## src/rtl/ssrm_ram.sv

```systemverilog
module ssrm_ram #(
	parameter int WIDTH = 32,
	parameter int DEPTH = 64,
	localparam int AW = (DEPTH > 1) ? $clog2(DEPTH) : 1
) (
	input  logic             clk,
	input  logic             wr_en,
	input  logic [AW-1:0]    wr_addr,
	input  logic [WIDTH-1:0] wr_data,
	input  logic             rd_en,
	input  logic [AW-1:0]    rd_addr,
	output logic [WIDTH-1:0] rd_data
);

	logic [WIDTH-1:0] mem [DEPTH];

	always_ff @(posedge clk) begin
		if (wr_en) begin
			mem[wr_addr] <= wr_data;
		end
		if (rd_en) begin
			rd_data <= mem[rd_addr];
		end
	end

endmodule

```

## config.mk

```make
export PLATFORM = sky130hd
export DESIGN_NAME = ssrm_ram
export DESIGN_NICKNAME = d
export VERILOG_FILES = /design/src/rtl/ssrm_ram.sv
export SDC_FILE = /design/constraint.sdc
export NUM_CORES = 2
export LEC_CHECK = 0
export BUFFER_PORTS_ARGS = -buffer_cell sky130_fd_sc_hd__clkbuf_2
export CORE_MARGIN = 5
export CORE_UTILIZATION = 45
export CTS_CLUSTER_SIZE = 10
export DETAILED_ROUTE_END_ITERATION = 10
export GPL_ROUTABILITY_DRIVEN = 0
export PLACE_DENSITY = 0.61
export RECOVER_POWER = 100
export SKIP_LAST_GASP = 1
export SYNTH_ARGS = -nofsm -noshare
export SYNTH_HDL_FRONTEND = slang
export SYNTH_SLANG_ARGS = --single-unit
```

## constraint.sdc

```tcl
create_clock -name clk -period 10.6 [get_ports clk]
set_input_delay 2.12 -clock clk [delete_from_list [all_inputs] [get_ports clk]]
set_output_delay 2.12 -clock clk [all_outputs]
set_load 0.02 [all_outputs]
```

==> flow_metrics.py <==
metrics = {
    "outcome": {
        "run_status": "finished with violations",
        "violations": "max-capacitance violations, max-slew violations",
    },
    "synth": {
        "syn-num-nets": 3371,
        "synth_area_um2": 78800,
        "synthFlopType": "edfxtp_1",
        "ys_ff_latch": 2080,
        "synth-seq-area-share_pct": 79.2,
        "synth.largest_area_cell": "edfxtp_1",
        "synth_edf_count": 2080,
        "synth_cells": 3324,
        "yosysMostFrequentCell": "edfxtp_1",
        "yosys_warnings": 0,
        "syn_avg_cell_area_um2": 23.7,
        "ys_async_sr_fraction_pct": 0,
        "yosysUniqueCellTypes": 33,
        "synth_top_area_share_pct": 79.2,
        "synthTopCellsByArea": "edfxtp_1 79%, mux4_2 16%, mux2i_1 1.2%, o22ai_1 0.67%, nor2_1 0.65%",
        "synth_commonest_cells": "2080 x edfxtp_1, 544 x mux4_2, 137 x nor2_1",
    },
    "critical_path": {
        "critPathCaptureType": "flip-flop",
        "rr_endpoint": "rd_data[4]",
        "timing.rr.start": "mem[23][4]",
        "cp-endpoint": "rd_data[9]",
        "worstPathRequired_ps": 11150,
        "crit_type": "in -> reg",
        "reg2regPathDepth": 5,
        "worstPathMaxFanout": 72,
        "critPathLaunch": "rd_addr[0]",
        "cp_data_arrival_time_ps": 7630,
        "crit_path_start_kind": "input port",
        "regToRegSetupSlack_ps": 7930,
    },
    "layout": {
        "n_fill_cell": 13400,
        "syn_to_final_growth_pct": 12.0,
        "layout.nets": 3629,
        "final_area_um2": 88300,
        "multiInputGateArea_um2": 15900,
        "regArea_um2": 62500,
        "layout-drive-gt1-share_pct": 25.3,
    },
    "place": {
        "portBuffers": 78,
        "dp_hpwl_um": 105000,
        "place_area_um2": 82800,
    },
    "detailed_routing": {
        "route.vias.total": 36600,
        "final_antenna_net_count": 0,
        "first_pass_iters": 5,
        "drt_iter0_drc": 5057,
        "drt-total-wl_um": 202000,
        "wl_per_cell_um": 34.0,
        "vias_per_cell": 6.16,
        "drc": 0,
    },
    "timing": {
        "rsz0062_at_grt": "no",
        "fmax_mhz": 141,
        "clock_skew_ps": 25.6,
        "fin_crit_sh_pct": 66.8,
        "worstMarginPinSlew_ps": 4050,
        "slew_headroom_pct": -170,
        "slew_violations": 4339,
        "finalSetupViolCount": 0,
        "hold_viol": 0,
        "period_needed_ps": 7080,
        "tns_ps": 0,
    },
    "clock_tree": {
        "clk_latency_ps": 850,
        "clockBufferDepth": 3,
        "holdBufCountCts": 0,
        "post_cts.repair.setup_buffers": 0,
        "ctsResizeCount": 0,
        "clk_pin_slew_ps": 50,
        "h-tree-depth": 4,
        "cts-root-buf": "clkbuf_16",
        "cts_tree": "done",
        "cts-buffers-inserted": 227,
        "cts_sinks": 2080,
    },
    "floorplan": {
        "dieArea_um2": 184000,
        "initial_core_util_pct": 45.3,
        "num_rows": 153,
        "die_h_um": 429,
        "die_w_um": 429,
        "io_pins": 79,
        "design.core.area_um2": 174000,
    },
    "power_and_ir_drop": {
        "internal-power_mw": 13.3,
        "switching_power_mw": 3.49,
        "p_comb_share_pct": 5.1,
        "p_leak_nw": 26.9,
        "seqPwrFrac_pct": 54.8,
        "ir_drop_uv": 165,
        "p_per_area_nw_per_um2": 190,
        "p_clk_share_pct": 40.1,
        "p_sw_share_pct": 20.8,
    },
    "grt": {
        "grt_overflow_total": 0,
        "grt_usage_pct": 21.9,
        "grt_first_pass_wirelength_um": 284000,
        "grt_antenna_before_repair": 16,
        "grt_pass1_vias": 37200,
        "grt_max_degree": 89,
    },
    "job": {
        "drv_cap": 105,
    },
    "worst_hold_path": {
        "min_path_type": "reg -> reg",
    },
}
==> through the flow <==
stage / power [mW] / worst slack (ps) / instances / hold slack, ps / util, %
floorplan: 9.77 / 5320 / 3324 / 750 / -
global placement: 10.2 / 4490 / 5678 / 812 / 47.6
detailed placement: 10.2 / 4450 / 5678 / 833 / 47.6
CTS: 16.9 / 5400 / 5932 / 846 / 51.0
global route: 17.3 / 3050 / 5933 / 958 / 50.7
finish: 16.8 / 3520 / 5935 / 847 / 50.7
==> power by group through the flow <==
stage	registers, mW	logic (mW)	clock network, mW
2_1_floorplan	9.33	0.443	0
3_3_place_gp	9.33	0.866	0
3_5_place_dp	9.33	0.875	0
4_1_cts	9.16	0.876	6.85
5_1_grt	9.19	0.910	7.18
6_report	9.19	0.861	6.72
==> layout make-up <==
type	instances	area share, %
Antenna cell	3	0.00850
Clock inverter	11	0.159
Timing Repair Buffer	211	1.20
Multi-Input combinational cell	1062	18.0
Tap cell	2325	3.30
Sequential cell	2080	70.8
Clock buffer	243	6.62
==> placed cells by master (no fill, tap or decap), types with 39 or more instances in the layout <==
cell / netlist / layout
a21oi_1: 62 / 62
clkbuf_1: 74 / 149
clkbuf_16: 0 / 232
clkbuf_2: 0 / 39
edfxtp_1: 2080 / 2080
mux2i_1: 93 / 93
mux4_2: 544 / 544
nor2_1: 137 / 90
nor2_4: 0 / 47
o22ai_1: 84 / 84
==> cells by family (layout without fill, tap and decap cells) <==
group / after synthesis / count (layout) / share of synthesized area (%)
multiplexers: 637 / 637 / 16.7
other: 0 / 3 / 0
flip-flops: 2080 / 2080 / 79.2
AO/OA/AOI/OAI: 202 / 202 / 1.67
AND/OR/NAND/NOR: 223 / 223 / 1.26
buffers and inverters: 182 / 465 / 1.12
==> per-layer routing <==
layer / up-vias / track usage [%] / share of wire, %
li1: 14700 / - / -
met1: 19900 / 31.2 / 40
met2: 1757 / 33.3 / 47
met3: 270 / 5.73 / 9.9
met4: 10 / 7.51 / 3.4
met5: - / 0 / 0.029
==> critical path, cell delays in order <==
cell	delay (ps)
buf_8	640
clkbuf_1	970
clkbuf_1	1900
mux4_2	710
o22ai_1	150
nor2_1	180
a21oi_1	740
nor2_1	80
==> worst min-delay path by stage <==
stage | start | end | slack [ps] | cells past startpoint
finish | mem[12][4] | rd_data[4] | 850 | 4
floorplan | mem[12][17] | rd_data[17] | 750 | 4
global route | mem[12][17] | rd_data[17] | 960 | 4
detailed placement | mem[12][4] | rd_data[4] | 830 | 4
global placement | mem[12][4] | rd_data[4] | 810 | 4
CTS | mem[12][4] | rd_data[4] | 850 | 4
==> state kept, by name, summed over array words and instances (netlist names) <==
name / flops
mem: 2048
rd_data: 32
Note: power is estimated with default switching activity, not from simulation.
