**src/rtl/ssrm_pkg.sv**
```systemverilog
package ssrm_pkg;

	// widest slot number and run length over the supported parameter ranges
	localparam int CMD_SLOT_W = 10;
	localparam int CMD_LEN_W  = 7;

	typedef struct packed {
		logic [CMD_SLOT_W-1:0] slot;
		logic [CMD_LEN_W-1:0]  count;
		logic                  dropped;
		logic                  bank;
	} merge_cmd_t;

	// offset of an entry inside one of two equal banks
	function automatic int bank_offset(input logic bank, input int idx, input int bank_size);
		return int'(bank) * bank_size + idx;
	endfunction

endpackage

```
**src/rtl/ssrm_queue.sv**
```systemverilog
module ssrm_queue
	import ssrm_pkg::*;
(
	input  logic       clk,
	input  logic       arst_n,
	input  logic       push,
	input  merge_cmd_t push_cmd,
	output logic       full,
	input  logic       pop,
	output merge_cmd_t head,
	output logic       nonempty
);

	merge_cmd_t entry_q [2];
	logic       wr_ptr_q;
	logic       rd_ptr_q;
	logic [1:0] count_q;

	assign full     = (count_q == 2'd2);
	assign nonempty = (count_q != 2'd0);
	assign head     = entry_q[rd_ptr_q];

	always_ff @(posedge clk or negedge arst_n) begin
		if (!arst_n) begin
			wr_ptr_q <= 1'b0;
			rd_ptr_q <= 1'b0;
			count_q  <= 2'd0;
		end else begin
			if (push) begin
				wr_ptr_q <= ~wr_ptr_q;
			end
			if (pop) begin
				rd_ptr_q <= ~rd_ptr_q;
			end
			if (push && !pop) begin
				count_q <= count_q + 2'd1;
			end else if (pop && !push) begin
				count_q <= count_q - 2'd1;
			end
		end
	end

	always_ff @(posedge clk) begin
		if (push) begin
			entry_q[wr_ptr_q] <= push_cmd;
		end
	end

endmodule

```
**config.mk**
```make
export PLATFORM = sky130hd
export DESIGN_NAME = ssrm_queue
export DESIGN_NICKNAME = d
export VERILOG_FILES = /design/src/rtl/ssrm_pkg.sv /design/src/rtl/ssrm_queue.sv
export SDC_FILE = /design/constraint.sdc
export NUM_CORES = 1
export LEC_CHECK = 0
export ABC_AREA = 1
export BUFFER_PORTS_ARGS = -buffer_cell sky130_fd_sc_hd__buf_2
export CAP_MARGIN = 30
export CORE_MARGIN = 5
export CORE_UTILIZATION = 55
export DETAILED_ROUTE_END_ITERATION = 10
export GPL_TIMING_DRIVEN = 0
export PLACE_DENSITY = 0.83
export SYNTH_ARGS = -nofsm -noshare
export SYNTH_HDL_FRONTEND = slang
export SYNTH_SLANG_ARGS = --single-unit
```
**constraint.sdc**
```tcl
create_clock -name clk -period 4.6 [get_ports clk]
set_input_delay 0.92 -clock clk [delete_from_list [all_inputs] [get_ports clk]]
set_output_delay 0.92 -clock clk [all_outputs]
set_load 0.03 [all_outputs]
```
==> impl_metrics.csv, run 1 <==
group,metric,value,unit
drt,drc,0,
critical_path,worst_ep_arrival_time,1.40,ns
job,drv_cap,0,
logic_synthesis,syn_nets,108,
drt,routed_wirelength,2390,um
drt,vias,823,
global_routing,grt_pass1_vias,895,
critical_path,cp_cell_sequence,"buf_6, mux2_4, buf_2",
clock_tree,root_buffer,"clkbuf_4",
drt,drt_iter0_markers,9,
critical_path,regToRegEndpoint,"entry_q[0][1]$_DFFE_PP_",
hold_path,min-delay-path-class,"in2async",
clock_tree,clkTransAtPathRegs,0.11,ns
critical_path,reg2reg_from,"wr_ptr_q$_DFFE_PN0P_",
critical_path,cp_slowest_cell,"dfrtp_1",
logic_synthesis,yosysSeqAreaShare,0.750,
sta,relSlewSlack,0.364,
sta,hold_violations,0,
critical_path,critPathTopFamily,"flip-flops",
final_layout,nets,158,
sta,slew_violations,0,
logic_synthesis,synth.ff_latch_count,42,
global_routing,grt.overflow.total,0,
clock_tree,insertion_delay,0.33,ns
critical_path,slowest_delay,0.39,ns
die,dieArea,0.00421,mm^2
sta,max_freq,430,MHz
critical_path,startpoint_type,"flip-flop",
power,leakage,0.850,nW
logic_synthesis,synthDistinctLibCells,12,
final_layout,layout-drive-gt1-share,0.537,
logic_synthesis,synthTopCellsByArea,"edfxtp_1, mux2_4, dfrtp_1",
drt,viasPerCell,4.93,
critical_path,required,3.68,ns
clock_tree,htree_levels,2,
logic_synthesis,synth_top_area_cell,"edfxtp_1",
clock_tree,tritoncts,"built",
drt,antenna_left,0,
sta,tightest_slew,0.953,ns
sta,hold_ws,0.369,ns
sta,setup_tns,0,ns
clock_tree,cts_buffers,5,
sta,period_needed,2.32,ns
placement,port_buffers,43,
logic_synthesis,synth_area,0.00166,mm^2
logic_synthesis,syn_inst,84,
critical_path,critPathMaxFanout,10,
logic_synthesis,synth.avg_cell_area,19.7,um^2
final_layout,antenna_cells,0,
critical_path,crit_buf_inv,2,
die,io_pins,44,
status,status,"completed",
sta,rsz0062_at_grt,"false",
drt,wl_per_cell,14.3,um
critical_path,reg2regPathDepth,1,
clock_tree,cts_sinks,42,
clock_tree,hold_buffers,0,
clock_tree,post_cts_buffers,0,
drt,first_pass_iters,3,
critical_path,critical_path_class,"reg2out",
sta,fin_skew,0.00268,ns
placement,dp_hpwl,1750,um
sta,period_share,0.505,
logic_synthesis,netlist.area_leader.share,0.689,
clock_tree,clock_path_buffers,2,
critical_path,end_kind,"output pin",
sta,setup_violations,0,
final_layout,syn_to_final_growth,18.5,%
power,power_density,624,mW/mm^2
die,rows,20,
global_routing,grt_max_degree,20,
placement,gp_congestion,0.713,
global_routing,grt_use_total,0.130,
clock_tree,postCtsResizedCells,0,
die,core_area,0.00298,mm^2
die,die_height,64.9,um
power,ir_drop,0.420,mV
global_routing,antenna_found_initial,0,
die,chipWidth,64.9,um
global_routing,grt_pass1_wl,3940,um
critical_path,reg2reg_slack,3.04,ns
die,start_util,0.556,
critical_path,cp.depth,3,
logic_synthesis,yosys_warnings,0,
==> routing by layer <==
layer  track usage  part of all wire  up-vias  wire (um)
met3        0.0520             0.085        4        202
met5             0                 0        -          0
met4        0.0633             0.017        0         40
li1              -                 -      406          -
met1         0.148              0.39      380        920
met2         0.213              0.51       33       1220
==> how the worst max path moves through the flow <==
stage | from | end | slack [ns]
after floorplan | push | entry_q[0][0]$_DFFE_PP_ | 2.44
final | rd_ptr_q$_DFFE_PN0P_ | head[15] | 2.28
after CTS | rd_ptr_q$_DFFE_PN0P_ | head[15] | 2.24
after detailed placement | push | entry_q[0][1]$_DFFE_PP_ | 2.34
after global routing | rd_ptr_q$_DFFE_PN0P_ | head[15] | 2.19
after global placement | push | entry_q[0][1]$_DFFE_PP_ | 1.92
==> where the power goes <==
part	internal, mW	switching (mW)	total [mW]
Clock	0.0550	0.104	0.159
Combinational	0.211	0.311	0.522
Sequential	0.511	0.0309	0.542
Total	0.778	0.446	1.22
==> registers in the layout, indices dropped and copies added (netlist names) <==
| name | cells |
|---|---|
| count_q | 2 |
| entry_q | 38 |
| rd_ptr_q | 1 |
| wr_ptr_q | 1 |
==> per-stage QoR <==
stage	std cells	cell area, um^2	worst slack [ns]	total power [mW]	util
floorplan	84	1660	2.44	0.959	-
global placement	160	1910	1.92	1.07	0.642
detailed placement	160	1910	2.34	1.08	0.643
CTS	167	1960	2.24	1.24	0.659
global route	167	1960	2.19	1.29	0.659
finish	167	1960	2.28	1.22	0.659
==> synthesized netlist by cell type (all sizes together) <==
cell	instances
nor2	2
nand3	1
mux2	19
xnor2	1
nand4	1
dfrtp	4
edfxtp	38
xor2	2
ha	1
buf	2
inv	7
nand2	6
==> cell usage in the layout (no fill, tap or decap) <==
cell and n:
clkbuf_4 5, inv_1 7, nor2_1 1, nand3_1 1
buf_2 43, clkinv_2 2, xor2_1 2, nor2_2 1
edfxtp_1 38, xnor2_1 1, buf_6 2, dfrtp_1 4
nand4_1 1, ha_1 1, nand2_1 6, mux2_4 19
==> area by class of cell <==
cell class / count / area [um^2]
Sequential cell: 42 / 1240
Fill cell: 219 / 1020
Multi-Input combinational cell: 33 / 368
Timing Repair Buffer: 43 / 215
Tap cell: 33 / 41.3
Clock buffer: 5 / 37.5
Inverter: 7 / 26.3
Buffer: 2 / 22.5
Clock inverter: 2 / 10.0
==> cell families after synthesis <==
logic type / after synthesis / synth area share
flip-flops: 42 / 0.750
multiplexers: 19 / 0.172
AND/OR/NAND/NOR: 10 / 0.0249
buffers and inverters: 9 / 0.0295
XOR/XNOR: 3 / 0.0159
adder cells (fa/ha/maj): 1 / 0.00756
Note: power is estimated with default switching activity, not from simulation.
==> run 2: changes to the inputs <==
--- a/config.mk
+++ b/config.mk
@@ -5,14 +5,14 @@
 export SDC_FILE = /design/constraint.sdc
 export NUM_CORES = 1
 export LEC_CHECK = 0
-export ABC_AREA = 1
+export ABC_AREA = 0
 export BUFFER_PORTS_ARGS = -buffer_cell sky130_fd_sc_hd__buf_2
 export CAP_MARGIN = 30
 export CORE_MARGIN = 5
-export CORE_UTILIZATION = 55
+export CORE_UTILIZATION = 51
 export DETAILED_ROUTE_END_ITERATION = 10
 export GPL_TIMING_DRIVEN = 0
-export PLACE_DENSITY = 0.83
+export PLACE_DENSITY = 0.78
 export SYNTH_ARGS = -nofsm -noshare
 export SYNTH_HDL_FRONTEND = slang
 export SYNTH_SLANG_ARGS = --single-unit
==> constraint.sdc (replaced) <==
create_clock -name clk -period 2.27 [get_ports clk]
set_input_delay 0.454 -clock clk [delete_from_list [all_inputs] [get_ports clk]]
set_output_delay 0.454 -clock clk [all_outputs]
set_load 0.03 [all_outputs]
==> impl_metrics.csv, run 2 <==
group,metric,value,unit
status,status,"completed",
critical_path,regToRegEndpoint,"entry_q[0][15]$_DFFE_PP_",
sta,relSlewSlack,0.360,
drt,antenna_left,0,
sta,slew_violations,0,
drt,drt_iter0_markers,17,
logic_synthesis,synth.avg_cell_area,21.9,um^2
critical_path,slowest_delay,0.39,ns
power,p_comb_frac,0.425,
critical_path,critical_path_class,"reg2out",
critical_path,cp_slowest_cell,"dfrtp_1",
critical_path,cp_cell_sequence,"buf_6, mux2_4, buf_2",
hold_path,min-delay-path-class,"in2reg",
final_layout,final_common_cell,"buf_2",
clock_tree,insertion_delay,0.32,ns
logic_synthesis,synth.most_common_cell,"edfxtp_1",
critical_path,reg2reg_from,"wr_ptr_q$_DFFE_PN0P_",
drt,routed_wirelength,2540,um
logic_synthesis,yosys_warnings,0,
clock_tree,postCtsResizedCells,0,
final_layout,multiInputGateArea,375,um^2
global_routing,grt_max_degree,20,
sta,fin_skew,0.00711,ns
drt,first_pass_iters,4,
clock_tree,htree_levels,2,
power,pwr-share-seq,0.442,
logic_synthesis,synth_commonest_cells,"edfxtp_1, mux2_4, dfrtp_1, xor2_1, buf_6",
die,die_height,66.7,um
logic_synthesis,synth.ff_latch_count,42,
clock_tree,clock_path_buffers,2,
die,chipWidth,66.7,um
global_routing,grt_pass1_vias,851,
global_routing,grt_pass1_wl,4120,um
logic_synthesis,synth_edf_count,38,
critical_path,critPathMaxFanout,10,
die,rows,20,
logic_synthesis,synthDistinctLibCells,13,
logic_synthesis,yosysSeqAreaShare,0.757,
final_layout,layout-drive-gt1-share,0.559,
drt,vias,787,
logic_synthesis,synthTopCellsByArea,"edfxtp_1, mux2_4, dfrtp_1",
final_layout,final_util,0.641,
hold_path,worstHoldPathCells,1,
drt,drc,0,
power,leakage,0.820,nW
critical_path,startpoint_type,"flip-flop",
drt,viasPerCell,4.60,
global_routing,antenna_found_initial,0,
critical_path,required,1.82,ns
logic_synthesis,netlist.area_leader.share,0.696,
logic_synthesis,async_flop_share,0.0952,
sta,setup_slack,0.423,ns
clock_tree,cts_sinks,42,
power,clkPwrFrac,0.133,
power,p_int,1.60,mW
die,dieArea,0.00445,mm^2
die,start_util,0.533,
placement,gp_congestion,0.658,
clock_tree,cts_buffers,5,
sta,period_share,0.814,
logic_synthesis,syn_inst,75,
clock_tree,clkTransAtPathRegs,0.11,ns
sta,hold_ws,0.311,ns
final_layout,regMostFlops,"entry_q",
critical_path,crit_buf_inv,2,
final_layout,reg_top3,"entry_q: 38 flops, count_q: 2 flops",
logic_synthesis,syn_nets,99,
final_layout,nets,150,
die,io_pins,44,
critical_path,worst_ep_arrival_time,1.39,ns
power,power_density,1260,mW/mm^2
final_layout,n_fill_cell,241,
sta,rsz0062_at_grt,"false",
job,drv_cap,0,
global_routing,grt.overflow.total,0,
sta,setup_tns,0,ns
power,power.switching,894,uW
placement,port_buffers,43,
die,core_area,0.00308,mm^2
critical_path,end_kind,"output pin",
placement,post-place-ws,0.482,ns
logic_synthesis,synth_area,0.00164,mm^2
sta,setup_violations,0,
clock_tree,tritoncts,"built",
global_routing,grt_use_total,0.130,
placement,dp_hpwl,1820,um
critical_path,reg2reg_slack,0.72,ns
sta,period_needed,1.85,ns
final_layout,final_cell_mix,"buf_2, edfxtp_1, mux2_4",
sta,tightest_slew,0.956,ns
critical_path,reg2regPathDepth,1,
clock_tree,root_buffer,"clkbuf_4",
hold_path,holdPathEnd,"entry_q[0][9]$_DFFE_PP_",
power,switching_share,0.359,
final_layout,antenna_cells,0,
final_layout,ff_latch_area,0.00124,mm^2
final_layout,largest_register_ffs,38,
hold_path,min_from,"push_cmd[9]",
final_layout,syn_to_final_growth,20.2,%
logic_synthesis,synth_top_area_cell,"edfxtp_1",
power,ir_drop,0.851,mV
sta,max_freq,541,MHz
logic_synthesis,synthFlopType,"edfxtp_1",
drt,wl_per_cell,14.8,um
power,power,2.49,mW
sta,hold_violations,0,
critical_path,critPathTopFamily,"flip-flops",
run 2: worst max path at each step:
stage,cells after the start,start,slack (ns),end
final,3,rd_ptr_q$_DFFE_PN0P_,0.42,head[16]
after CTS,3,rd_ptr_q$_DFFE_PN0P_,0.40,head[16]
after detailed placement,2,push,0.48,entry_q[0][11]$_DFFE_PP_
after floorplan,1,push,0.53,entry_q[0][0]$_DFFE_PP_
after global placement,2,push,0.03,entry_q[0][6]$_DFFE_PP_
after global routing,3,rd_ptr_q$_DFFE_PN0P_,0.35,head[17]
run 2: logic make-up (layout without fill, tap and decap cells):
family / after synthesis / in the layout / share of synthesized area
XOR/XNOR: 5 / 5 / 0.0267
adder cells (fa/ha/maj): 1 / 1 / 0.00763
buffers and inverters: 3 / 55 / 0.0160
flip-flops: 42 / 42 / 0.757
multiplexers: 19 / 19 / 0.174
AND/OR/NAND/NOR: 5 / 5 / 0.0191
run 2: area by class of cell:
class,instances,share of cell area
clock buffer,8,0.0247
timing repair buffer,44,0.114
inverter,1,0.00190
multi-input combinational,30,0.190
buffer,2,0.0114
tap,44,0.0279
sequential,42,0.629
run 2: power groups by stage:
stage               sequential, mW  combinational, mW  clock [mW]
floorplan                     1.10              0.840           0
global placement              1.11               1.05           0
detailed placement            1.12               1.07           0
CTS                           1.11               1.08       0.346
global route                  1.12               1.12       0.384
finish                        1.10               1.06       0.332
run 2: through the flow:
stage,cell area [um^2],cells
5_1_grt,1970,171
3_3_place_gp,1910,162
3_5_place_dp,1910,162
4_1_cts,1970,171
6_report,1970,171
2_1_floorplan,1640,75
run 2: routing by layer:
layer  track usage  part of all wire  vias to the layer above
li1              -                 -                      384
met1         0.148              0.40                      381
met2         0.223              0.55                       20
met3        0.0388             0.045                        2
met4        0.0609            0.0055                        0
met5             0                 0                        -
run 2: what timing repair did:
action                                 4_1_cts  5_1_grt
hold buffers                                 1        0
endpoints found under the hold margin        4        0
setup buffers                                0        0
