**src/rtl/ssrm_pkg.sv**
```systemverilog
package ssrm_pkg;

	// widest slot number and run length over the supported parameter ranges
	localparam int CMD_SLOT_W = 10;
	localparam int CMD_LEN_W  = 7;

	typedef struct packed {
		logic [CMD_SLOT_W-1:0] slot;
		logic [CMD_LEN_W-1:0]  count;
		logic                  dropped;
		logic                  bank;
	} merge_cmd_t;

	// offset of an entry inside one of two equal banks
	function automatic int bank_offset(input logic bank, input int idx, input int bank_size);
		return int'(bank) * bank_size + idx;
	endfunction

endpackage

```
**src/rtl/ssrm_in_if.sv**
```systemverilog
interface ssrm_in_if;
	logic        valid;
	logic        ready;
	logic [1:0]  gap_select;
	logic [3:0]  row_select;
	logic [31:0] pixel_index;
	logic        run_last;

	modport source (output valid, gap_select, row_select, pixel_index, run_last, input ready);
	modport sink (input valid, gap_select, row_select, pixel_index, run_last, output ready);
endinterface

```
**src/rtl/ssrm_front.sv**
```systemverilog
module ssrm_front
	import ssrm_pkg::*;
#(
	parameter int GAP_COUNT    = 4,
	parameter int ROW_COUNT    = 16,
	parameter int ROW_CAPACITY = 32,
	localparam int LEN_W  = $clog2(ROW_CAPACITY + 1),
	localparam int RUN_AW = $clog2(2 * ROW_CAPACITY)
) (
	input  logic              clk,
	input  logic              arst_n,
	ssrm_in_if.sink           run,
	input  logic              clear_busy,
	input  logic              q_full,
	output logic              push,
	output merge_cmd_t        push_cmd,
	output logic              run_wr_en,
	output logic [RUN_AW-1:0] run_wr_addr,
	output logic [31:0]       run_wr_data
);

	logic [LEN_W-1:0] cnt_q;
	logic             drop_q;
	logic             bank_q;

	logic             accept;
	logic             has_room;
	logic [LEN_W-1:0] cnt_inc;
	logic             drop_nx;
	logic             in_range;

	assign run.ready = !clear_busy && !q_full;
	assign accept    = run.valid && run.ready;

	always_comb begin
		has_room = (cnt_q < LEN_W'(ROW_CAPACITY));
		cnt_inc  = has_room ? (cnt_q + LEN_W'(1)) : cnt_q;
		drop_nx  = drop_q || !has_room;
		in_range = (int'(run.gap_select) < GAP_COUNT) && (int'(run.row_select) < ROW_COUNT);

		run_wr_en   = accept && has_room;
		run_wr_addr = RUN_AW'(bank_offset(bank_q, int'(cnt_q), ROW_CAPACITY));
		run_wr_data = run.pixel_index;

		push             = accept && run.run_last && in_range;
		push_cmd.slot    = CMD_SLOT_W'(int'(run.gap_select) * ROW_COUNT + int'(run.row_select));
		push_cmd.count   = CMD_LEN_W'(cnt_inc);
		push_cmd.dropped = drop_nx;
		push_cmd.bank    = bank_q;
	end

	always_ff @(posedge clk or negedge arst_n) begin
		if (!arst_n) begin
			cnt_q  <= '0;
			drop_q <= 1'b0;
			bank_q <= 1'b0;
		end else if (accept) begin
			if (run.run_last) begin
				cnt_q  <= '0;
				drop_q <= 1'b0;
				if (in_range) begin
					bank_q <= ~bank_q;
				end
			end else begin
				cnt_q  <= cnt_inc;
				drop_q <= drop_nx;
			end
		end
	end

endmodule

```
**src/flat_wrapper.sv**
```systemverilog
// flat-port wrapper written by rule: the top's interface ports become plain ports
module ssrm_front_flat import ssrm_pkg::*;
#(
	parameter int GAP_COUNT    = 4,
	parameter int ROW_COUNT    = 16,
	parameter int ROW_CAPACITY = 32,
	localparam int LEN_W  = $clog2(ROW_CAPACITY + 1),
	localparam int RUN_AW = $clog2(2 * ROW_CAPACITY)
)
  (clk, arst_n, clear_busy, q_full, push, push_cmd, run_wr_en, run_wr_addr, run_wr_data, run_valid, run_gap_select, run_row_select, run_pixel_index, run_run_last, run_ready);
  ssrm_in_if run_i ();
  input  logic clk;
  input  logic arst_n;
  input  logic clear_busy;
  input  logic q_full;
  output logic push;
  output merge_cmd_t push_cmd;
  output logic run_wr_en;
  output logic [RUN_AW-1:0] run_wr_addr;
  output logic [31:0] run_wr_data;
  input wire logic [$bits(run_i.valid)-1:0] run_valid;
  input wire logic [$bits(run_i.gap_select)-1:0] run_gap_select;
  input wire logic [$bits(run_i.row_select)-1:0] run_row_select;
  input wire logic [$bits(run_i.pixel_index)-1:0] run_pixel_index;
  input wire logic [$bits(run_i.run_last)-1:0] run_run_last;
  output wire logic [$bits(run_i.ready)-1:0] run_ready;
  assign run_i.valid = run_valid;
  assign run_i.gap_select = run_gap_select;
  assign run_i.row_select = run_row_select;
  assign run_i.pixel_index = run_pixel_index;
  assign run_i.run_last = run_run_last;
  assign run_ready = run_i.ready;
  ssrm_front #(.GAP_COUNT(GAP_COUNT), .ROW_COUNT(ROW_COUNT), .ROW_CAPACITY(ROW_CAPACITY)) u_core (.clk(clk), .arst_n(arst_n), .run(run_i), .clear_busy(clear_busy), .q_full(q_full), .push(push), .push_cmd(push_cmd), .run_wr_en(run_wr_en), .run_wr_addr(run_wr_addr), .run_wr_data(run_wr_data));
endmodule
```
**config.mk**
```make
export PLATFORM = sky130hd
export DESIGN_NAME = ssrm_front_flat
export DESIGN_NICKNAME = d
export VERILOG_FILES = /design/src/rtl/ssrm_pkg.sv /design/src/rtl/ssrm_in_if.sv /design/src/rtl/ssrm_front.sv /design/src/flat_wrapper.sv
export SDC_FILE = /design/constraint.sdc
export NUM_CORES = 1
export LEC_CHECK = 0
export BUFFER_PORTS_ARGS = -buffer_cell sky130_fd_sc_hd__buf_4
export CAP_MARGIN = 15
export CORE_ASPECT_RATIO = 0.8
export CORE_MARGIN = 1
export CORE_UTILIZATION = 33
export CTS_CLUSTER_DIAMETER = 150
export CTS_CLUSTER_SIZE = 10
export DETAILED_ROUTE_END_ITERATION = 8
export PLACE_DENSITY_LB_ADDON = 0.12
export SKIP_LAST_GASP = 1
export SLEW_MARGIN = 15
export SYNTH_ARGS = -nofsm -noshare
export SYNTH_HDL_FRONTEND = slang
export SYNTH_SLANG_ARGS = --single-unit
```
**constraint.sdc**
```tcl
create_clock -name clk -period 1.81 [get_ports clk]
set_clock_uncertainty 0.05 [all_clocks]
set_input_delay 0.181 -clock clk [delete_from_list [all_inputs] [get_ports clk]]
set_output_delay 0.181 -clock clk [all_outputs]
set_load 0.1 [all_outputs]
```
==> results.cfg, run 1 <==
[setup_path]
path_class = reg2out
crit_family = flip-flops
arrival_ps = 1520
crit_slowest_cell = dfrtp_2
ff2ff_setup_slack_ps = 130
crit_fanout = 7
slowest_delay_ps = 460
r2r_end = u_core.cnt_q[3]
path_cells = nand4b_1 -> xnor2_4 -> buf_8
cp.required_ps = 1580
worst_setup_path_start_kind = flop
rr_worst_depth = 5
cp-end-kind = output port
r2r-start = u_core.cnt_q[5]
critPathBufInv = 1

[synthesis]
synth_cells = 100
synth_cell_types = 25
syn-cell-area_um2 = 900
postSynthAreaPerCell_um2 = 9.00
ys_ff_latch = 8
yosysSeqAreaShare_pct = 22.3
synth_warnings = 0

[place]
numPortBuffers = 22
place_ws_ps = 180
dp.cells = 117
post-dp-hpwl_mm = 1.37
place_area_um2 = 877
place_congestion = 0.647

[clock_network]
clockRootBuffer = clkbuf_4
clock_path_buffers = 2
htree_levels = 1
cts_tree = yes
cts_buffers = 3
clk_pin_slew_ps = 60
clk_latency_ps = 260
cts_sinks = 8

[worst_hold_path]
holdPathStages = 2
hp-start = run_run_last
whs_endpoint = u_core.cnt_q[3]
hp-class = in2reg

[timing]
rsz0062_at_grt = false
fin_crit_sh_pct = 96.8
slew_viol_final = 0
finalWorstSetupSlack_ps = 57.9
setup_viol = 0
whs_ps = 116
period_minus_slack_ps = 1750
setup_tns_ps = 0
max_freq_mhz = 571
hold_violations = 0

[floorplan]
chipWidth_um = 60.4
ios = 104
die_h_um = 48.7
initial_core_util_pct = 35.7
die-area_um2 = 2940
core_area_um2 = 2520
row_count = 16

[layout]
register_area_um2 = 203
areaGrowthSynthToFinish_pct = 8.34
fin_util_pct = 38.6
antennaDiodeCount = 0
layout.nets = 136
final_common_cell = buf_4
final_cell_area_um2 = 975
fin_cells = 125
multi_input_area_um2 = 415
final_cell_mix = 32 x buf_4, 6 x nand2_1, 6 x dfrtp_1
fill_cells = 276
drive_above_1_share_pct = 62.9

[outcome]
outcome = complete, no violations

[run]
maxCapViolCount = 0

[global_route]
grt.busiest_layer = met2
grt_max_degree = 9
grt_pass1_vias = 491
antenna_found_initial = 0
grt_usage_pct = 11.7
met1_usage_pct = 12.5
grt_use_met3_pct = 6.68
grt_pass1_wl_mm = 2.50
met2_usage_pct = 16.7
grt_overflow = 0

[detailed_routing]
drt-pass1-iter-count = 3
routed_wl_mm = 1.75
wl_per_cell_um = 14.0
viasPerCell = 4.40
drt_iter0_markers = 13
vias = 550
ant_nets = 0
drc = 0

[pwr]
total_power_mw = 1.19
leakagePower_nw = 0.432
cellPowerDensity_nw_per_um2 = 1220
irDropWorstVdd_mv = 0.711
[logic make-up (layout without fill, tap and decap cells)]
kind of cell / count (synthesis) / count (layout) / share of synthesized area, %
other cells: 1 / 5 / 0.417
compound gates: 10 / 10 / 13.2
xor+xnor: 6 / 6 / 5.84
mux: 1 / 1 / 1.25
fa+ha+maj: 1 / 1 / 1.39
buf+inv: 54 / 39 / 44.5
flops: 8 / 8 / 22.3
simple gates: 19 / 19 / 11.1
[state kept, by name (all words and copies together) (netlist names)]
name and cells:
u_core.bank_q 1, u_core.drop_q 1, u_core.cnt_q 6
[worst register-to-register path, stage by stage (launching register included)]
cell and delay, ps:
dfrtp_2 460, nand4b_1 340, buf_4 220, buf_4 120
buf_4 140, o41ai_2 260
[cells in the mapped netlist, drive strengths merged]
library cell  number  share of area [%]
xnor2              4                3.9
nand3              1               0.56
inv                1               0.42
a21boi             2                1.7
nor2b              2                1.4
a31o               1               0.97
nor2               4                1.7
or2                1               0.70
nand4b             2                1.9
nand2b             1               0.70
mux2               1                1.3
and3               1               0.70
dfrtp              8                 22
nand2              6                2.5
a22oi              2                4.7
conb               1               0.42
o21ai              2                1.1
a22o               1                1.1
o41ai              2                3.6
buf               53                 44
or3b               1               0.97
ha                 1                1.4
xor2               2                1.9
[report_power, final]
part           total (mW)  switching (mW)  internal (mW)
Combinational       0.807           0.617          0.190
Clock               0.143          0.0667         0.0763
Sequential          0.241          0.0345          0.207
[worst max-delay path by stage]
stage	startpoint	endpoint	slack, ps	cells past startpoint
after floorplan	u_core.cnt_q[5]	u_core.cnt_q[0]	-40	4
after global placement	u_core.cnt_q[1]	push_cmd[6]	160	4
after detailed placement	u_core.cnt_q[1]	push_cmd[6]	180	4
after CTS	u_core.cnt_q[1]	push_cmd[6]	-40	4
after global routing	u_core.cnt_q[5]	push_cmd[5]	1	3
final	u_core.cnt_q[5]	push_cmd[5]	60	3
[layer usage]
metal,vias up,part of all wire (%)
li1,250,-
met2,40,48
met1,244,36
met3,16,13
met4,0,3.3
met5,-,0
[what timing repair did]
| action | 4_1_cts | 5_1_grt |
|---|---|---|
| resized for setup | 2 | 7 |
| hold buffers | 1 | 0 |
| endpoints found under the hold margin | 8 | 0 |
| pin swaps | 1 | 1 |
| cloned | 0 | 0 |
| setup endpoints to repair | 2 | 3 |
| setup buffers | 1 | 3 |
[area by class of cell]
class                      count  share of cell area [%]
multi-input combinational     42                    42.6
timing repair buffer          35                    29.3
sequential                     8                    20.8
tap                           36                    4.62
clock buffer                   3                    2.31
inverter                       1                   0.385
(Power assumes the default switching activity.)
==> run 2, diff against run 1 <==
Settings changed: ABC_AREA from default to 1, CORE_UTILIZATION 33 to 34.
==> results.cfg, run 2 <==
[pwr]
power_switching_uw = 683
share_clk_of_total_power_pct = 12.1
p_sw_share_pct = 61.7
irDropWorstVdd_mv = 0.592
intPower_uw = 424
power_frac_comb_pct = 65.8
leakagePower_nw = 0.449
sequentialPowerShare_pct = 22.1
cellPowerDensity_nw_per_um2 = 1370

[clock_network]
cts_tree = yes
cts_sinks = 8
clockRootBuffer = clkbuf_4
clk_latency_ps = 250
post_cts_buffers = 0
htree_levels = 1
clk_pin_slew_ps = 60
clock_path_buffers = 2
cts_buffers = 3

[place]
post-dp-hpwl_mm = 1.20
place_ws_ps = 332
place_congestion = 0.711
numPortBuffers = 22
dp.cells = 128

[outcome]
outcome = complete, no violations

[synthesis]
synth_fa_ha_area_share_pct = 1.37
synth_compound_area_share_pct = 7.26
synth-simple-area-share_pct = 16.6
syn-cell-area_um2 = 913
postSynthAreaPerCell_um2 = 7.87
synth_cell_types = 23
synthFlopType = dfrtp_1
yosys.area.top_type = buf_4
synth_xor_xnor_area_share_pct = 3.70
ys_ff_latch = 8
synth_cells = 116
yosys-top-cells-count = 50 x buf_4, 16 x nand2_1, 10 x inv_1, 8 x dfrtp_1, 4 x inv_2
synth_top_family_by_area = buffers and inverters
async_flop_share_pct = 100
synth_warnings = 0
synth_edf_count = 0
yosysSeqAreaShare_pct = 21.9
synth_area_leaders = buf_4 41%, dfrtp_1 22%, nand2_1 6.6%
synth_mux_area_share_pct = 0
synth_top_area_share_pct = 41.1
synth.most_common_cell = buf_4

[worst_hold_path]
whs_endpoint = u_core.cnt_q[4]
hp-class = in2reg
holdPathStages = 4
hp-start = run_run_last

[setup_path]
crit_slowest_cell = dfrtp_1
path_class = reg2out
r2r_end = u_core.cnt_q[1]
cp.required_ps = 1580
crit_family = buffers and inverters
arrival_ps = 1480
r2r-start = u_core.cnt_q[0]
critPathMostFrequentCell = buf_4
rr_worst_depth = 3
slowest_delay_ps = 470
path_depth = 4
ff2ff_setup_slack_ps = 600
cp-end-kind = output port
path_cells = buf_4 -> a31oi_1 -> inv_1 -> buf_4
crit_fanout = 7
critPathBufInv = 3
worst_setup_path_start_kind = flop

[detailed_routing]
viasPerCell = 4.17
drt-pass1-iter-count = 3
drt_iter0_markers = 18
wl_per_cell_um = 11.3
routed_wl_mm = 1.49
drc = 0
vias = 550
ant_nets = 0

[timing]
setup_tns_ps = 0
rsz0062_at_grt = false
max_freq_mhz = 585
slew_viol_final = 0
hold_violations = 0
setup_viol = 0
finalWorstSetupSlack_ps = 99.2
fin_crit_sh_pct = 94.5
period_minus_slack_ps = 1710
whs_ps = 180

[layout]
register_area_um2 = 200
fill_cells = 273
fin_cells = 132
antennaDiodeCount = 0
final_cell_mix = 22 x buf_4, 16 x nand2_1, 10 x inv_1
largest_reg_flops = 6
multi_input_area_um2 = 293
layout.nets = 143
final_common_cell = buf_4
drive_above_1_share_pct = 45.8
largest_registers = u_core.cnt_q (6), u_core.bank_q (1), u_core.drop_q (1)
areaGrowthSynthToFinish_pct = -11.8
top_register = u_core.cnt_q

[floorplan]
die_h_um = 48.4
core_area_um2 = 2500
die-area_um2 = 2900
ios = 104
chipWidth_um = 60.0
initial_core_util_pct = 36.5
row_count = 16

[global_route]
grt_max_degree = 9
grt_pass1_vias = 493
grt_overflow = 0
grt_pass1_wl_mm = 2.34
antenna_found_initial = 0
grt_usage_pct = 10.8

[run]
maxCapViolCount = 0
[run 2: cell count changes after synthesis, moves of 4 or more]
cell / previous run / this run
inv_1: 1 / 10
xnor2_1: 4 / 0
nand2_1: 6 / 16
inv_2: 0 / 4
[run 2: worst max path at each step]
stage | to | startpoint | slack (ps)
5_1_grt | push_cmd[6] | u_core.cnt_q[0] | 5
6_report | push_cmd[7] | u_core.cnt_q[5] | 100
3_3_place_gp | push_cmd[4] | u_core.cnt_q[0] | 340
3_5_place_dp | push_cmd[4] | u_core.cnt_q[0] | 330
2_1_floorplan | run_wr_en | q_full | -120
4_1_cts | push_cmd[4] | u_core.cnt_q[0] | 50
[run 2: power groups by stage]
stage	Sequential (mW)	Combinational [mW]	Clock [mW]
floorplan	0.241	1.04	0
global placement	0.248	0.725	0
detailed placement	0.248	0.725	0
CTS	0.245	0.728	0.143
global route	0.252	0.750	0.150
finish	0.244	0.729	0.134
[run 2: worst reg2reg max path, delay by kind of cell (launching register included)]
kind	cells	cell delay, ps
flip-flops	1	420
AO/OA/AOI/OAI	2	310
adder cells (fa/ha/maj)	1	310
[run 2: what timing repair did]
item / 4_1_cts / 5_1_grt
hold endpoints to repair: 8 / 0
gates resized for setup: 0 / 1
hold buffers: 1 / 0
endpoints found under the setup margin: 0 / 1
[run 2: logic make-up after synthesis]
group | after synthesis
compound gates | 8
xor+xnor | 3
fa+ha+maj | 1
buf+inv | 66
flops | 8
other cells | 1
simple gates | 29
[run 2: layout make-up]
cell class | count | area share, %
clock buffer | 3 | 2.80
inverter | 15 | 7.30
multi-input combinational | 46 | 36.3
sequential | 8 | 24.8
tap | 36 | 5.59
timing repair buffer | 24 | 23.1
[run 2: metrics by stage]
| step | area (um^2) | total power [mW] | utilization, % |
|---|---|---|---|
| global placement | 769 | 0.973 | 30.8 |
| global route | 806 | 1.15 | 32.2 |
| floorplan | 938 | 1.29 | - |
| CTS | 802 | 1.12 | 32.1 |
| detailed placement | 769 | 0.973 | 30.8 |
| finish | 806 | 1.11 | 32.2 |
[run 2: routing by layer]
| layer | track usage (%) | up-vias | wire [um] |
|---|---|---|---|
| met5 | 0 | - | 0 |
| met4 | 10.9 | 0 | 68 |
| met3 | 3.21 | 16 | 159 |
| met2 | 12.8 | 34 | 578 |
| met1 | 14.7 | 241 | 683 |
| li1 | - | 259 | - |
==> run 3, diff against run 2 <==
==> constraint.sdc (replaced) <==
create_clock -name clk -period 1.81 [get_ports clk]
set_clock_uncertainty 0.05 [all_clocks]
set_input_delay 0.362 -clock clk [delete_from_list [all_inputs] [get_ports clk]]
set_output_delay 0.362 -clock clk [all_outputs]
set_load 0.1 [all_outputs]
==> results.cfg, run 3 (same netlist as run 2, synthesis figures left out) <==
[outcome]
outcome = complete, no violations

[floorplan]
ios = 104
chipWidth_um = 60.0
initial_core_util_pct = 36.5
row_count = 16
core_area_um2 = 2500
die-area_um2 = 2900
die_h_um = 48.4

[global_route]
grt_pass1_vias = 509
antenna_found_initial = 0
grt_usage_pct = 10.9
grt_overflow = 0
grt_pass1_wl_mm = 2.39
grt_max_degree = 9

[layout]
largest_reg_flops = 6
layout.nets = 146
final_common_cell = buf_4
final_cell_area_um2 = 971
fill_cells = 262
largest_registers = u_core.cnt_q (6), u_core.bank_q (1), u_core.drop_q (1)
fin_cells = 135
areaGrowthSynthToFinish_pct = 6.30
final_cell_mix = 18 x buf_4, 11 x nand2_1, 8 x inv_1
multi_input_area_um2 = 355
drive_above_1_share_pct = 60.6
top_register = u_core.cnt_q
fin_util_pct = 38.8
antennaDiodeCount = 0
register_area_um2 = 203

[worst_hold_path]
holdPathStages = 4
hp-class = in2reg
hp-start = run_run_last
whs_endpoint = u_core.cnt_q[4]

[setup_path]
r2r_end = u_core.cnt_q[2]
r2r-start = u_core.cnt_q[1]
arrival_ps = 1370
cp-end-kind = output port
path_class = reg2out
worst_setup_path_start_kind = flop
rr_worst_depth = 6
ff2ff_setup_slack_ps = 590
crit_fanout = 3
startpoint = u_core.cnt_q[1]
cp.required_ps = 1400

[clock_network]
cts_tree = yes
clock_path_buffers = 2
clk_latency_ps = 250
cts_sinks = 8
clockRootBuffer = clkbuf_4
cts_buffers = 3
htree_levels = 1
clk_pin_slew_ps = 60

[detailed_routing]
vias = 567
routed_wl_mm = 1.49
drt-pass1-iter-count = 4
wl_per_cell_um = 11.0
ant_nets = 0
viasPerCell = 4.20
drt_iter0_markers = 12
drc = 0

[place]
numPortBuffers = 22
post-dp-hpwl_mm = 1.14
place_congestion = 0.789
place_area_um2 = 828
dp.cells = 130

[timing]
whs_ps = 390
max_freq_mhz = 561
fin_crit_sh_pct = 98.5
setup_viol = 0
slew_viol_final = 0
rsz0062_at_grt = true
hold_violations = 0
period_minus_slack_ps = 1780

[pwr]
intPower_uw = 487
share_clk_of_total_power_pct = 11.4
cellPowerDensity_nw_per_um2 = 1240
power_switching_uw = 715
p_sw_share_pct = 59.5
leakagePower_nw = 0.462
total_power_mw = 1.20
irDropWorstVdd_mv = 0.775
power_frac_comb_pct = 68.2
sequentialPowerShare_pct = 20.4

[run]
maxCapViolCount = 0
## run 3: cell count changes in the layout (fill, tap and decap cells not counted), sizes merged
cell / previous run / this run
inv: 15 / 14
buf: 23 / 26
clkinvlp: 0 / 1
## run 3: worst max path at each step
stage,end
2_1_floorplan,run_wr_en
3_3_place_gp,push
3_5_place_dp,push
4_1_cts,push_cmd[7]
5_1_grt,push_cmd[5]
6_report,push_cmd[7]
## run 3: metrics by stage
| stage | setup slack (ps) | setup TNS, ps |
|---|---|---|
| global route | -71.6 | -196 |
| global placement | 147 | 0 |
| floorplan | -185 | -196 |
| detailed placement | 138 | 0 |
| CTS | -52.9 | -89.8 |
| finish | 27.9 | 0 |
## run 3: area by class of cell
type	count	share of cell area [%]
repair buffers	27	27.8
well taps	36	4.64
flip-flops and latches	8	20.9
multi-input cells	46	36.6
inverters	15	7.73
clock buffers	3	2.32
## run 3: layer usage
metal  vias to the layer above  wire length, um  global-route usage [%]
met5                         -                0                       0
met4                         0               42                    8.91
met3                        12              156                    3.74
met2                        24              664                    13.9
met1                       264              623                    14.5
li1                        267                -                       -
## run 3: timing repair
item                       4_1_cts  5_1_grt
hold buffers                     1        0
pin swaps                        0        2
buffers inserted                 0        1
hold endpoints to repair         8        0
resized for setup                4       25
setup endpoints to repair        6        7
## run 3: power groups by stage
stage / logic [mW] / registers, mW / clock network [mW]
floorplan: 1.06 / 0.247 / 0
global placement: 0.758 / 0.248 / 0
detailed placement: 0.758 / 0.247 / 0
CTS: 0.766 / 0.244 / 0.143
global route: 0.851 / 0.251 / 0.156
finish: 0.820 / 0.245 / 0.137
## run 3: critical path, cell delays in order, from the launching register on
cell	delay [ps]
dfrtp_1	380
buf_4	150
nand2_2	80
nor2_4	50
a31oi_2	170
inv_1	110
buf_12	170
